===== src/design/ppfd_pkg.sv =====
`timescale 1ns / 1ps
// ----------------------------------------------------------------------------
// ppfd_pkg
// Shared types, widths and constants of the proximity pulse feedback driver.
// ----------------------------------------------------------------------------
package ppfd_pkg;

	localparam int TIME_WIDTH = 32;
	localparam int DIST_WIDTH = 13;

	localparam int CM_W    = 9;
	localparam int ALPHA_W = 9;
	localparam int MS_W    = 16;
	localparam int FRAC_W  = 8;

	localparam logic [ALPHA_W-1:0] ALPHA_ONE = ALPHA_W'(256);
	localparam int INTERVAL_SPAN = 10;

	// The off gap is at most ten short pulses.
	localparam int INTERVAL_W = MS_W + 4;
	localparam int MUL_A_W    = CM_W;
	localparam int MUL_B_W    = (INTERVAL_W > DIST_WIDTH) ? INTERVAL_W : DIST_WIDTH;
	localparam int PROD_W     = MUL_A_W + MUL_B_W;
	localparam int RNG_W      = (DIST_WIDTH > CM_W + 4) ? DIST_WIDTH : CM_W + 4;

	localparam int IN_TDATA_W  = ((TIME_WIDTH + DIST_WIDTH + 7) / 8) * 8;
	localparam int IN_TUSER_W  = 3;
	localparam int OUT_TDATA_W = 8;

	localparam int CFG_IDX_W  = 3;
	localparam int CFG_DATA_W = 16;

	localparam logic [CFG_IDX_W-1:0] REG_MIN_CM      = 3'd0;
	localparam logic [CFG_IDX_W-1:0] REG_MAX_CM      = 3'd1;
	localparam logic [CFG_IDX_W-1:0] REG_ALPHA       = 3'd2;
	localparam logic [CFG_IDX_W-1:0] REG_SHORT_MS    = 3'd3;
	localparam logic [CFG_IDX_W-1:0] REG_LONG_MS     = 3'd4;
	localparam logic [CFG_IDX_W-1:0] REG_CUE_MS      = 3'd5;
	localparam logic [CFG_IDX_W-1:0] REG_FIRST_BAT_MS = 3'd6;

	typedef enum logic [2:0] {
		OP_DISTANCE    = 3'd0,
		OP_MODE_CUE    = 3'd1,
		OP_LOW_BATTERY = 3'd2,
		OP_FORCE_ON    = 3'd3,
		OP_FORCE_OFF   = 3'd4
	} op_t;

	typedef enum logic [2:0] {
		ST_IDLE,
		ST_MIX_A,
		ST_MIX_B,
		ST_RANGE,
		ST_MAP_MUL,
		ST_DIV_START,
		ST_DIV,
		ST_DECIDE
	} state_t;

endpackage


===== src/design/ppfd_divider.sv =====
`timescale 1ns / 1ps
// ----------------------------------------------------------------------------
// ppfd_divider
// Restoring divider, one quotient bit per cycle, for the off interval map.
// ----------------------------------------------------------------------------
module ppfd_divider (
	input  logic                          clk,
	input  logic                          arst_n,
	input  logic                          start,
	input  logic [ppfd_pkg::PROD_W-1:0]   num,
	input  logic [ppfd_pkg::CM_W-1:0]     den,
	output logic                          done,
	output logic [ppfd_pkg::PROD_W-1:0]   quot
);
	import ppfd_pkg::*;

	localparam int CNT_W = $clog2(PROD_W);

	logic              busy_q;
	logic              done_q;
	logic [CNT_W-1:0]  count_q;
	logic [CM_W-1:0]   rem_q;
	logic [PROD_W-1:0] quo_q;
	logic [CM_W-1:0]   den_q;
	logic [CM_W:0]     rem_shift;
	logic              fits;

	assign rem_shift = {rem_q, quo_q[PROD_W-1]};
	assign fits      = rem_shift >= {1'b0, den_q};

	always_ff @(posedge clk or negedge arst_n) begin
		if (!arst_n) begin
			busy_q  <= 1'b0;
			done_q  <= 1'b0;
			count_q <= '0;
		end else begin
			done_q <= 1'b0;
			if (start) begin
				busy_q  <= 1'b1;
				count_q <= '0;
			end else if (busy_q) begin
				count_q <= count_q + 1'b1;
				if (count_q == CNT_W'(PROD_W - 1)) begin
					busy_q <= 1'b0;
					done_q <= 1'b1;
				end
			end
		end
	end

	always_ff @(posedge clk) begin
		if (start) begin
			rem_q <= '0;
			quo_q <= num;
			den_q <= den;
		end else if (busy_q) begin
			if (fits) begin
				rem_q <= CM_W'(rem_shift - {1'b0, den_q});
			end else begin
				rem_q <= rem_shift[CM_W-1:0];
			end
			quo_q <= {quo_q[PROD_W-2:0], fits};
		end
	end

	assign done = done_q;
	assign quot = quo_q;

endmodule


===== src/design/proximity_pulse_feedback_driver.sv =====
`timescale 1ns / 1ps
// ----------------------------------------------------------------------------
// proximity_pulse_feedback_driver
// Drives one on/off feedback output from timestamped distance, cue, battery
// and forced operations, with smoothing and a linear off gap map.
// ----------------------------------------------------------------------------
// Operations other than distance go from accept straight to the decision
// step; a distance item first passes the smoothing mix, the range test and,
// when it needs an off gap division, the map multiply and the 29 step
// divider. The decision commits only while the result register is free; the
// sequencer then returns to idle and takes the next item. Reset is
// asynchronous and active low: it loads the register defaults, turns the
// output off and arms the first battery pulse.
// ----------------------------------------------------------------------------
module proximity_pulse_feedback_driver (
	input  logic                               clk,
	input  logic                               arst_n,
	input  logic                               s_tvalid,
	output logic                               s_tready,
	// s_tdata: now_ms [31:0], raw_distance [44:32], zero fill above
	input  logic [ppfd_pkg::IN_TDATA_W-1:0]    s_tdata,
	// s_tuser: operation [2:0]
	input  logic [ppfd_pkg::IN_TUSER_W-1:0]    s_tuser,
	output logic                               m_tvalid,
	input  logic                               m_tready,
	// m_tdata: drive [0], mode_cue_done [1], zero fill above
	output logic [ppfd_pkg::OUT_TDATA_W-1:0]   m_tdata,
	input  logic                               cfg_valid,
	output logic                               cfg_ready,
	input  logic [ppfd_pkg::CFG_IDX_W-1:0]     cfg_index,
	input  logic [ppfd_pkg::CFG_DATA_W-1:0]    cfg_data
);
	import ppfd_pkg::*;

	// Configuration registers.
	logic [CM_W-1:0]    min_cm_q;
	logic [CM_W-1:0]    max_cm_q;
	logic [ALPHA_W-1:0] alpha_q;
	logic [MS_W-1:0]    short_q;
	logic [MS_W-1:0]    long_q;
	logic [MS_W-1:0]    cue_q;
	logic [MS_W-1:0]    first_q;

	// Persistent block state.
	state_t                 state_q, state_d;
	logic                   on_q;
	logic [TIME_WIDTH-1:0]  phase_q;
	logic [DIST_WIDTH-1:0]  filt_q;
	logic                   first_pending_q;
	logic                   m_tvalid_q;
	logic [OUT_TDATA_W-1:0] m_tdata_q;

	// Per item working registers.
	op_t                    op_q;
	logic [TIME_WIDTH-1:0]  now_q;
	logic [TIME_WIDTH-1:0]  elapsed_q;
	logic [DIST_WIDTH-1:0]  raw_q;
	logic [PROD_W-1:0]      acc_q;
	logic [CM_W-1:0]        span_q;
	logic [CM_W-1:0]        den_q;
	logic [INTERVAL_W-1:0]  short9_q;
	logic [INTERVAL_W-1:0]  interval_q;
	logic                   in_range_q;

	// Shared multiplier.
	logic [ALPHA_W-1:0] alpha_sat;
	logic [MUL_A_W-1:0] mul_a;
	logic [MUL_B_W-1:0] mul_b;
	logic [PROD_W-1:0]  product;
	logic [PROD_W-1:0]  mix_sum;

	// Range check.
	logic [RNG_W-1:0] filt_ext;
	logic [RNG_W-1:0] lo16;
	logic [RNG_W-1:0] hi16;
	logic             range_ok;
	logic [CM_W-1:0]  cm;
	logic             need_div;

	// Divider.
	logic              div_start;
	logic              div_done;
	logic [PROD_W-1:0] div_quot;

	// Result of the decision step.
	logic commit;
	logic next_on;
	logic restart;
	logic next_first;
	logic cue_done;
	logic ge_short, ge_long, ge_cue, ge_first, ge_interval;

	assign cfg_ready = 1'b1;
	assign s_tready  = (state_q == ST_IDLE);
	assign m_tvalid  = m_tvalid_q;
	assign m_tdata   = m_tdata_q;

	always_ff @(posedge clk or negedge arst_n) begin
		if (!arst_n) begin
			min_cm_q <= CM_W'(20);
			max_cm_q <= CM_W'(200);
			alpha_q  <= ALPHA_W'(51);
			short_q  <= MS_W'(100);
			long_q   <= MS_W'(1000);
			cue_q    <= MS_W'(2000);
			first_q  <= MS_W'(3000);
		end else if (cfg_valid && cfg_ready) begin
			case (cfg_index)
				REG_MIN_CM:       min_cm_q <= cfg_data[CM_W-1:0];
				REG_MAX_CM:       max_cm_q <= cfg_data[CM_W-1:0];
				REG_ALPHA:        alpha_q  <= cfg_data[ALPHA_W-1:0];
				REG_SHORT_MS:     short_q  <= cfg_data[MS_W-1:0];
				REG_LONG_MS:      long_q   <= cfg_data[MS_W-1:0];
				REG_CUE_MS:       cue_q    <= cfg_data[MS_W-1:0];
				REG_FIRST_BAT_MS: first_q  <= cfg_data[MS_W-1:0];
				default: ;
			endcase
		end
	end

	// Alpha above one is treated as one, that is no smoothing.
	assign alpha_sat = (alpha_q > ALPHA_ONE) ? ALPHA_ONE : alpha_q;

	// The multiplier forms the two halves of the smoothing mix and then the
	// numerator of the off gap map, one product per cycle.
	always_comb begin
		case (state_q)
			ST_MIX_A: begin
				mul_a = MUL_A_W'(alpha_sat);
				mul_b = MUL_B_W'(raw_q);
			end
			ST_MIX_B: begin
				mul_a = MUL_A_W'(ALPHA_ONE - alpha_sat);
				mul_b = MUL_B_W'(filt_q);
			end
			default: begin
				mul_a = span_q;
				mul_b = MUL_B_W'(short9_q);
			end
		endcase
	end

	assign product = PROD_W'(mul_a) * PROD_W'(mul_b);
	assign mix_sum = acc_q + product;

	// The range test works in sixteenths of a centimetre; the map uses whole
	// centimetres. Inside the range the centimetre value never needs clamping.
	assign filt_ext = RNG_W'(filt_q);
	assign lo16     = RNG_W'({min_cm_q, 4'b0000});
	assign hi16     = RNG_W'({max_cm_q, 4'b0000});
	assign range_ok = (filt_ext >= lo16) && (filt_ext <= hi16);
	assign cm       = CM_W'(filt_q >> 4);
	assign need_div = range_ok && (max_cm_q > min_cm_q);

	ppfd_divider u_divider (
		.clk    (clk),
		.arst_n (arst_n),
		.start  (div_start),
		.num    (acc_q),
		.den    (den_q),
		.done   (div_done),
		.quot   (div_quot)
	);

	// Elapsed time tests, all against the difference taken at accept time.
	assign ge_short    = elapsed_q >= TIME_WIDTH'(short_q);
	assign ge_long     = elapsed_q >= TIME_WIDTH'(long_q);
	assign ge_cue      = elapsed_q >= TIME_WIDTH'(cue_q);
	assign ge_first    = elapsed_q >= TIME_WIDTH'(first_q);
	assign ge_interval = elapsed_q >= TIME_WIDTH'(interval_q);

	always_comb begin
		next_on    = on_q;
		restart    = 1'b0;
		next_first = first_pending_q;
		cue_done   = 1'b0;
		case (op_q)
			OP_DISTANCE: begin
				if (!in_range_q) begin
					next_on = 1'b0;
					restart = 1'b1;
				end else if (on_q) begin
					if (ge_short) begin
						next_on = 1'b0;
						restart = 1'b1;
					end
				end else if (ge_interval) begin
					next_on = 1'b1;
					restart = 1'b1;
				end
			end
			OP_MODE_CUE: begin
				if (on_q) begin
					if (ge_cue) begin
						next_on  = 1'b0;
						restart  = 1'b1;
						cue_done = 1'b1;
					end
				end else begin
					next_on = 1'b1;
					restart = 1'b1;
				end
			end
			OP_LOW_BATTERY: begin
				if (on_q) begin
					if (first_pending_q) begin
						if (ge_first) begin
							next_on    = 1'b0;
							restart    = 1'b1;
							next_first = 1'b0;
						end
					end else if (ge_long) begin
						next_on = 1'b0;
						restart = 1'b1;
					end
				end else if (ge_long) begin
					next_on = 1'b1;
					restart = 1'b1;
				end
			end
			OP_FORCE_ON: begin
				next_on = 1'b1;
				restart = 1'b1;
			end
			OP_FORCE_OFF: begin
				next_on = 1'b0;
				restart = 1'b1;
			end
			default: ;
		endcase
	end

	// Sequencer.
	always_comb begin
		state_d   = state_q;
		div_start = 1'b0;
		commit    = 1'b0;
		case (state_q)
			ST_IDLE: begin
				if (s_tvalid) begin
					state_d = (op_t'(s_tuser[2:0]) == OP_DISTANCE) ? ST_MIX_A : ST_DECIDE;
				end
			end
			ST_MIX_A: begin
				state_d = ST_MIX_B;
			end
			ST_MIX_B: begin
				state_d = ST_RANGE;
			end
			ST_RANGE: begin
				state_d = need_div ? ST_MAP_MUL : ST_DECIDE;
			end
			ST_MAP_MUL: begin
				state_d = ST_DIV_START;
			end
			ST_DIV_START: begin
				div_start = 1'b1;
				state_d   = ST_DIV;
			end
			ST_DIV: begin
				if (div_done) begin
					state_d = ST_DECIDE;
				end
			end
			ST_DECIDE: begin
				// The result register must be free before the item commits.
				if (!m_tvalid_q || m_tready) begin
					commit  = 1'b1;
					state_d = ST_IDLE;
				end
			end
			default: begin
				state_d = ST_IDLE;
			end
		endcase
	end

	always_ff @(posedge clk or negedge arst_n) begin
		if (!arst_n) begin
			state_q         <= ST_IDLE;
			on_q            <= 1'b0;
			phase_q         <= '0;
			filt_q          <= '0;
			first_pending_q <= 1'b1;
			m_tvalid_q      <= 1'b0;
		end else begin
			state_q <= state_d;
			if (state_q == ST_MIX_B) begin
				filt_q <= mix_sum[DIST_WIDTH+FRAC_W-1:FRAC_W];
			end
			if (commit) begin
				on_q            <= next_on;
				first_pending_q <= next_first;
				if (restart) begin
					phase_q <= now_q;
				end
				m_tvalid_q <= 1'b1;
			end else if (m_tready) begin
				m_tvalid_q <= 1'b0;
			end
		end
	end

	always_ff @(posedge clk) begin
		if (s_tvalid && s_tready) begin
			op_q      <= op_t'(s_tuser[2:0]);
			now_q     <= s_tdata[TIME_WIDTH-1:0];
			raw_q     <= s_tdata[TIME_WIDTH+DIST_WIDTH-1:TIME_WIDTH];
			elapsed_q <= s_tdata[TIME_WIDTH-1:0] - phase_q;
		end
		case (state_q)
			ST_MIX_A: begin
				acc_q <= product;
			end
			ST_RANGE: begin
				in_range_q <= range_ok;
				span_q     <= cm - min_cm_q;
				den_q      <= max_cm_q - min_cm_q;
				short9_q   <= INTERVAL_W'(short_q) * INTERVAL_W'(INTERVAL_SPAN - 1);
				interval_q <= INTERVAL_W'(short_q);
			end
			ST_MAP_MUL: begin
				acc_q <= product;
			end
			ST_DIV: begin
				if (div_done) begin
					interval_q <= INTERVAL_W'(short_q) + div_quot[INTERVAL_W-1:0];
				end
			end
			default: ;
		endcase
		if (commit) begin
			m_tdata_q <= {{(OUT_TDATA_W-2){1'b0}}, cue_done, next_on};
		end
	end

`ifndef NO_ASSERTIONS
	// A distance item goes through smoothing; every other item decides at once.
	a_accept_path: assert property (@(posedge clk) disable iff (!arst_n)
		s_tvalid && s_tready |=> state_q == ST_MIX_A || state_q == ST_DECIDE)
		else $error("accepted item took an unexpected path");

	// The cue ends with the output turned off.
	a_cue_done_off: assert property (@(posedge clk) disable iff (!arst_n)
		m_tvalid && m_tdata[1] |-> !m_tdata[0])
		else $error("mode cue reported done while output is on");

	// Only reset arms the first battery pulse again.
	a_first_once: assert property (@(posedge clk) disable iff (!arst_n)
		!$rose(first_pending_q))
		else $error("first battery pulse flag set again");

	// The divider finishes only while the sequencer waits for it.
	a_div_done_state: assert property (@(posedge clk) disable iff (!arst_n)
		div_done |-> state_q == ST_DIV)
		else $error("divider finished outside of its wait state");

	// The timer restarts only when an item commits.
	a_phase_commit: assert property (@(posedge clk) disable iff (!arst_n)
		!$stable(phase_q) |-> $past(commit))
		else $error("phase start changed without a committed item");
`endif

endmodule


===== config.mk =====
export PLATFORM = sky130hd
export DESIGN_NAME = proximity_pulse_feedback_driver
export DESIGN_NICKNAME = d
export VERILOG_FILES = /design/src/design/ppfd_pkg.sv /design/src/design/ppfd_divider.sv /design/src/design/proximity_pulse_feedback_driver.sv
export SDC_FILE = /design/constraint.sdc
export NUM_CORES = 1
export LEC_CHECK = 0
export BUFFER_PORTS_ARGS = -buffer_cell sky130_fd_sc_hd__buf_2
export CORE_ASPECT_RATIO = 0.8
export CORE_MARGIN = 2
export CORE_UTILIZATION = 61
export DETAILED_ROUTE_END_ITERATION = 10
export GPL_TIMING_DRIVEN = 0
export PLACE_DENSITY = 0.78
export SLEW_MARGIN = 25
export SYNTH_ARGS = -nofsm -noshare
export SYNTH_HDL_FRONTEND = slang
export SYNTH_SLANG_ARGS = --single-unit

===== constraint.sdc =====
create_clock -name clk -period 14.1 [get_ports clk]
set_input_delay 4.23 -clock clk [delete_from_list [all_inputs] [get_ports clk]]
set_output_delay 4.23 -clock clk [all_outputs]
set_load 0.02 [all_outputs]

Word level (Yosys, flattened, before mapping). Index checks and enable logic that the tools add are counted.

Output and inout bits: 11. Register bits after elaboration: 366.

Order comparisons: 10. Reductions and logical operators: 26. $add $sub $neg: 8. Multiplexer cells: 49. Multipliers: 2. Equality and inequality tests: 21.

Operators by type and width (number): $ge A32 B16 Y1 (4); $pmux W20 S2 (2); $mux W29 (2); $ge A32 B20 Y1 (1); $sub A32 B32 Y32 (1); $mux W1 (31); $mul A9 B20 Y29 (1); $sub A9 B9 Y9 (3); $eq A3 B3 Y1 const B (8); $pmux W3 S8 (1); $add A21 B21 Y21 (1); $add A16 B20 Y20 (1); $mul A16 B4 Y20 const B (1); $mux W20 (1); $reduce_and A2 Y1 (10); $eq A3 B2 Y1 const B (6); $mux W9 (2); $pmux W9 S2 (1); $ge A13 B13 Y1 (1); $le A13 B13 Y1 (1); $logic_not A3 Y1 (4); $mux W3 (4); $ge A10 B9 Y1 (1); $mux W5 (2); other kinds (17) (26).

Longest topological paths before layout.
Depth in word-level cells: 6. Depth in mapped cells: 34. Gate-level depth less buffers: 33.

Cells and area by module. From an unflattened synthesis, not the netlist that was laid out.

Cell total of the unflattened synthesis: 2613. Area total of the unflattened synthesis: 26938.3 µm².

Modules (own cells, without submodules): proximity_pulse_feedback_driver (seq. area each 8698.3 µm², cells each 2403, area an instance 24275.8 µm², times used 1); ppfd_divider (seq. area each 1496.4 µm², cells each 210, area an instance 2662.6 µm², times used 1).

Worst setup path after synthesis. No wires, ideal clock.

Path type: flip-flop to flip-flop. From: reg state_q[0]. To: reg filt_q[12] (netlist: filt_ext[12]). Setup slack: 7.045 ns. Buffers on the path: 2. Period minus slack after synthesis: 7.055 ns. Setup time: 0.131 ns. Data arrival time: 6.924 ns. Stages on the path, launching flop included: 27. Cell sequence: dfrtp_1 buf_6 nor3b_1 nor2_1 clkbuf_1 a221oi_2 nor2_1 fa_1 fa_1 fa_1 inv_1 fa_1 inv_1 ha_1 a2111o_1 nor2_1 o21ai_0 a21boi_0 o21bai_1 a21oi_1 xnor2_1 ha_1 nand4_1 nor3_1 a2111oi_2 xnor2_1 o21ai_1.

Longest elaborated chain between the ends: 4. Elaborated cells on any way between the ends: 6. Those cells by class: add/sub: 1; mul: 1; eq/ne: 2; mux: 2.

Ends and longest elaborated chain: start: declaration (line proximity_pulse_feedback_driver.sv:45) `state_t state_q, state_d;`; start signal: assignment (line proximity_pulse_feedback_driver.sv:287) `state_q <= state_d;`; $eq A3 B2 Y1 or $eq A3 B1 Y1 (tied branches) (line proximity_pulse_feedback_driver.sv:127) `case (state_q)`; $pmux W9 S2 or $pmux W20 S2 (tied branches) (line proximity_pulse_feedback_driver.sv:127); $mul A9 B20 Y29 * (line proximity_pulse_feedback_driver.sv:143) `assign product = PROD_W'(mul_a) * PROD_W'(mul_b);`; named net product[19] (line proximity_pulse_feedback_driver.sv:69) `logic [PROD_W-1:0] product;`; $add A21 B21 Y21 * (line proximity_pulse_feedback_driver.sv:144) `assign mix_sum = acc_q + product;`; end signal: assignment (line proximity_pulse_feedback_driver.sv:289) `filt_q <= mix_sum[DIST_WIDTH+FRAC_W-1:FRAC_W];`; end: declaration (line proximity_pulse_feedback_driver.sv:48) `logic [DIST_WIDTH-1:0] filt_q;`.

The timed path passes the listed nets; every way through them passes the cells marked *. A chain may end at the register's enable or synchronous reset.

Worst setup path in the final report. Ends and elaborated chain as after synthesis.

==> key figures <==
Layout
  • Most frequent cells in the layout: inv_1 (332), nand2_1 (309), ha_1 (266)
  • Final net count: 3198
  • Final Cell Area: 0.0290 mm^2
  • Most common cell after layout, fill and taps aside: inv_1
  • FF+latch area: 0.0102 mm^2
  • Non-Filler Instances: 3316
  • Share of cells above drive strength 1: 10.4%
  • Ant. Diodes: 0
  • Fill cells: 3310
  • Footprint of the multi-input gates: 0.0146 mm^2
  • Syn-to-layout area delta: 10.0%

GRT
  • Global-route wire length before repair: 105000 um
  • Largest net degree at the start of global routing: 86
  • Grt ovf: 0
  • Vias in the first global route: 19.9k
  • Total GRT Usage: 30.0%
  • Initial antenna violation count: 0

Synthesis
  • Mapped Avg Cell Area: 10.1 um^2
  • Ys Warns: 0
  • Synth area leader: edfxtp_1
  • Asr flop ratio synth: 40.7%
  • Number of synthesized flops with an enable pin: 208
  • Most used DFF post-synth: edfxtp_1
  • Synthesized area: 0.0263 mm^2
  • Netlist cell types: 80
  • Post-Synthesis Cells: 2596
  • Share of the synthesized area in the top cell type: 23.7%
  • Seq/Total Area, Yosys: 38.7%
  • #FFs+latches synth: 366
  • Synth area leaders: edfxtp_1 (24%), ha_1 (13%), dfrtp_1 (11%), fa_1 (10%), inv_1 (4.7%)

Critical path
  • CP Class: reg2reg
  • WP buf/inv: 5
  • CP peak stage delay: 0.65 ns
  • Critical path arrival: 9.43 ns
  • Critical Path Fanout Max: 10
  • Top cell family by delay on the critical path: adder cells
  • Crit. End Element: flip-flop
  • Max stage delay cell, worst path: nor3b_1
  • Critical path launch point type: flip-flop
  • Reg-to-Reg Start: state_q[0]
  • Cell mode on critical path: fa_1
  • Required time worst endpoint: 14.53 ns
  • Crit. Startpoint: state_q[0]

Clock network
  • Total CTS buffers: 40
  • Clk slew on worst S/H paths: 0.06 ns
  • Post-CTS Setup Repair Bufs: 0
  • CTS Sinks: 366
  • Post-CTS sizing: 0
  • CTS Buffer Depth: 3
  • Hold Buf Count CTS: 0
  • CTS tree: yes
  • H-tree Lvls: 2
  • Root buffer cell: clkbuf_16
  • Skew-Pair Late Insertion Delay: 0.58 ns

Timing
  • Fin Setup TNS: 0 ns
  • Final worst path period share: 63.8%
  • Setup Skew: 0.0293 ns
  • Worst slew pin tran: 1.10 ns
  • Setup-failing EPs final: 0
  • Final hold vios: 0
  • RSZ-0062 raised after global routing: no
  • Rel. slew slack: 26.2%
  • FMAX: 111 MHz
  • Tmin final: 9.00 ns
  • Fin. max-slew vios: 0

Floorplanning
  • Chip Width: 236 um
  • Die H: 190 um
  • Initial core utilization: 61.4%
  • I/O pins: 86
  • Die area: 0.0449 mm^2
  • FP Rows: 68
  • Core area: 0.0429 mm^2

Status
  • Status: finished clean

Worst hold path
  • Hold_sp: den_q[7]
  • Worst min-delay path class: reg2reg

Placed design
  • I/O Buffers: 73
  • Placed Cells: 3241
  • DP HPWL: 51600 um
  • Cell Area, Placed: 0.0276 mm^2
  • Routability cong.: 0.985

Routing
  • DR WL/cell: 20.0 um
  • Vias per cell: 5.98
  • Total wire length: 66400 um
  • Antenna-violating nets left: 0
  • Initial DRT Pass Iterations: 5
  • Residual DRC: 0
  • Initial DRC count: 1639
  • Via Count: 19.8k

Job
  • Max Cap Viol: 0
==> sequential cells by signal, summed over array words and instances, names as in the netlist, 20 cells and up <==
| name | count |
|---|---|
| phase_q | 32 |
| short9_q | 20 |
| now_q | 32 |
| u_divider.quot | 29 |
| elapsed_q | 32 |
| acc_q | 29 |
| interval_q | 20 |
==> cell families after synthesis <==
group | count (synthesis) | synth area share (%)
DFF | 366 | 38.7
xor gates and xnor gates | 108 | 3.59
other | 2 | 0.0285
and+or+nand+nor | 714 | 12.2
adders and majority gates | 399 | 22.7
AOI/OAI and AO/OA | 492 | 12.4
muxes | 102 | 4.31
buffers and inverters | 413 | 6.06
==> per-layer routing <==
metal	GRT usage, %	vias up	share of wire [%]
met5	0	-	0
met4	10.2	0	3.1
met3	8.10	150	9.5
met2	46.3	791	44
met1	41.4	9707	43
li1	-	9181	-
==> worst register-to-register path: cells and delay by family (launching register included) <==
kind                     cells  cell delay [ns]
adder cells (fa/ha/maj)      6             2.67
flip-flops                   1             0.41
AO/OA/AOI/OAI               10             2.50
XOR/XNOR                     2             0.36
buffers and inverters        5             1.27
AND/OR/NAND/NOR              8             1.65
==> stage by stage <==
step	util [%]	worst slack, ns	hold WS, ns
after floorplan	-	7.04	0.400
after global placement	63.9	5.02	0.407
after detailed placement	64.3	5.34	0.405
after CTS	67.5	5.26	0.421
after global routing	67.6	4.59	0.432
final	67.6	5.10	0.422
==> worst paths after layout <==
kind	endpoint	slack (ns)	cells past startpoint
max reg2reg	filt_ext[12]	5.10	31
max	filt_ext[12]	5.10	31
min reg2reg	u_divider.den_q[7]	0.42	0
max in group asynchronous	phase_q[30]	9.62	2
min	u_divider.den_q[7]	0.42	0
min in group asynchronous	phase_q[1]	3.60	1
==> final cells by class <==
| type | count | share of cell area, % |
|---|---|---|
| buffer | 80 | 1.20 |
| clock buffer | 59 | 4.20 |
| clock inverter | 15 | 0.488 |
| inverter | 333 | 4.31 |
| multi-input combinational | 1822 | 50.5 |
| sequential | 366 | 35.2 |
| tap | 560 | 2.42 |
| timing repair buffer | 81 | 1.70 |
==> synthesized netlist by cell type (all sizes together) (14+ instances only) <==
library cell,instances
xnor2,67
and2,15
nor2b,27
nand4,26
dfrtp,117
inv,332
a221o,14
nand3,30
dfstp,32
nand2b,31
a21oi,118
nor2,184
mux2,92
o21ai,129
ha,266
xor2,41
a221oi,17
buf,16
o21a,18
a21o,73
o21bai,18
edfxtp,208
a31oi,16
and3,29
fa,133
nor3,23
a211oi,14
nand2,309
clkbuf,64
Power is not shown: default switching activity piles up to over one toggle a cycle in this logic, so the estimate is an artifact.
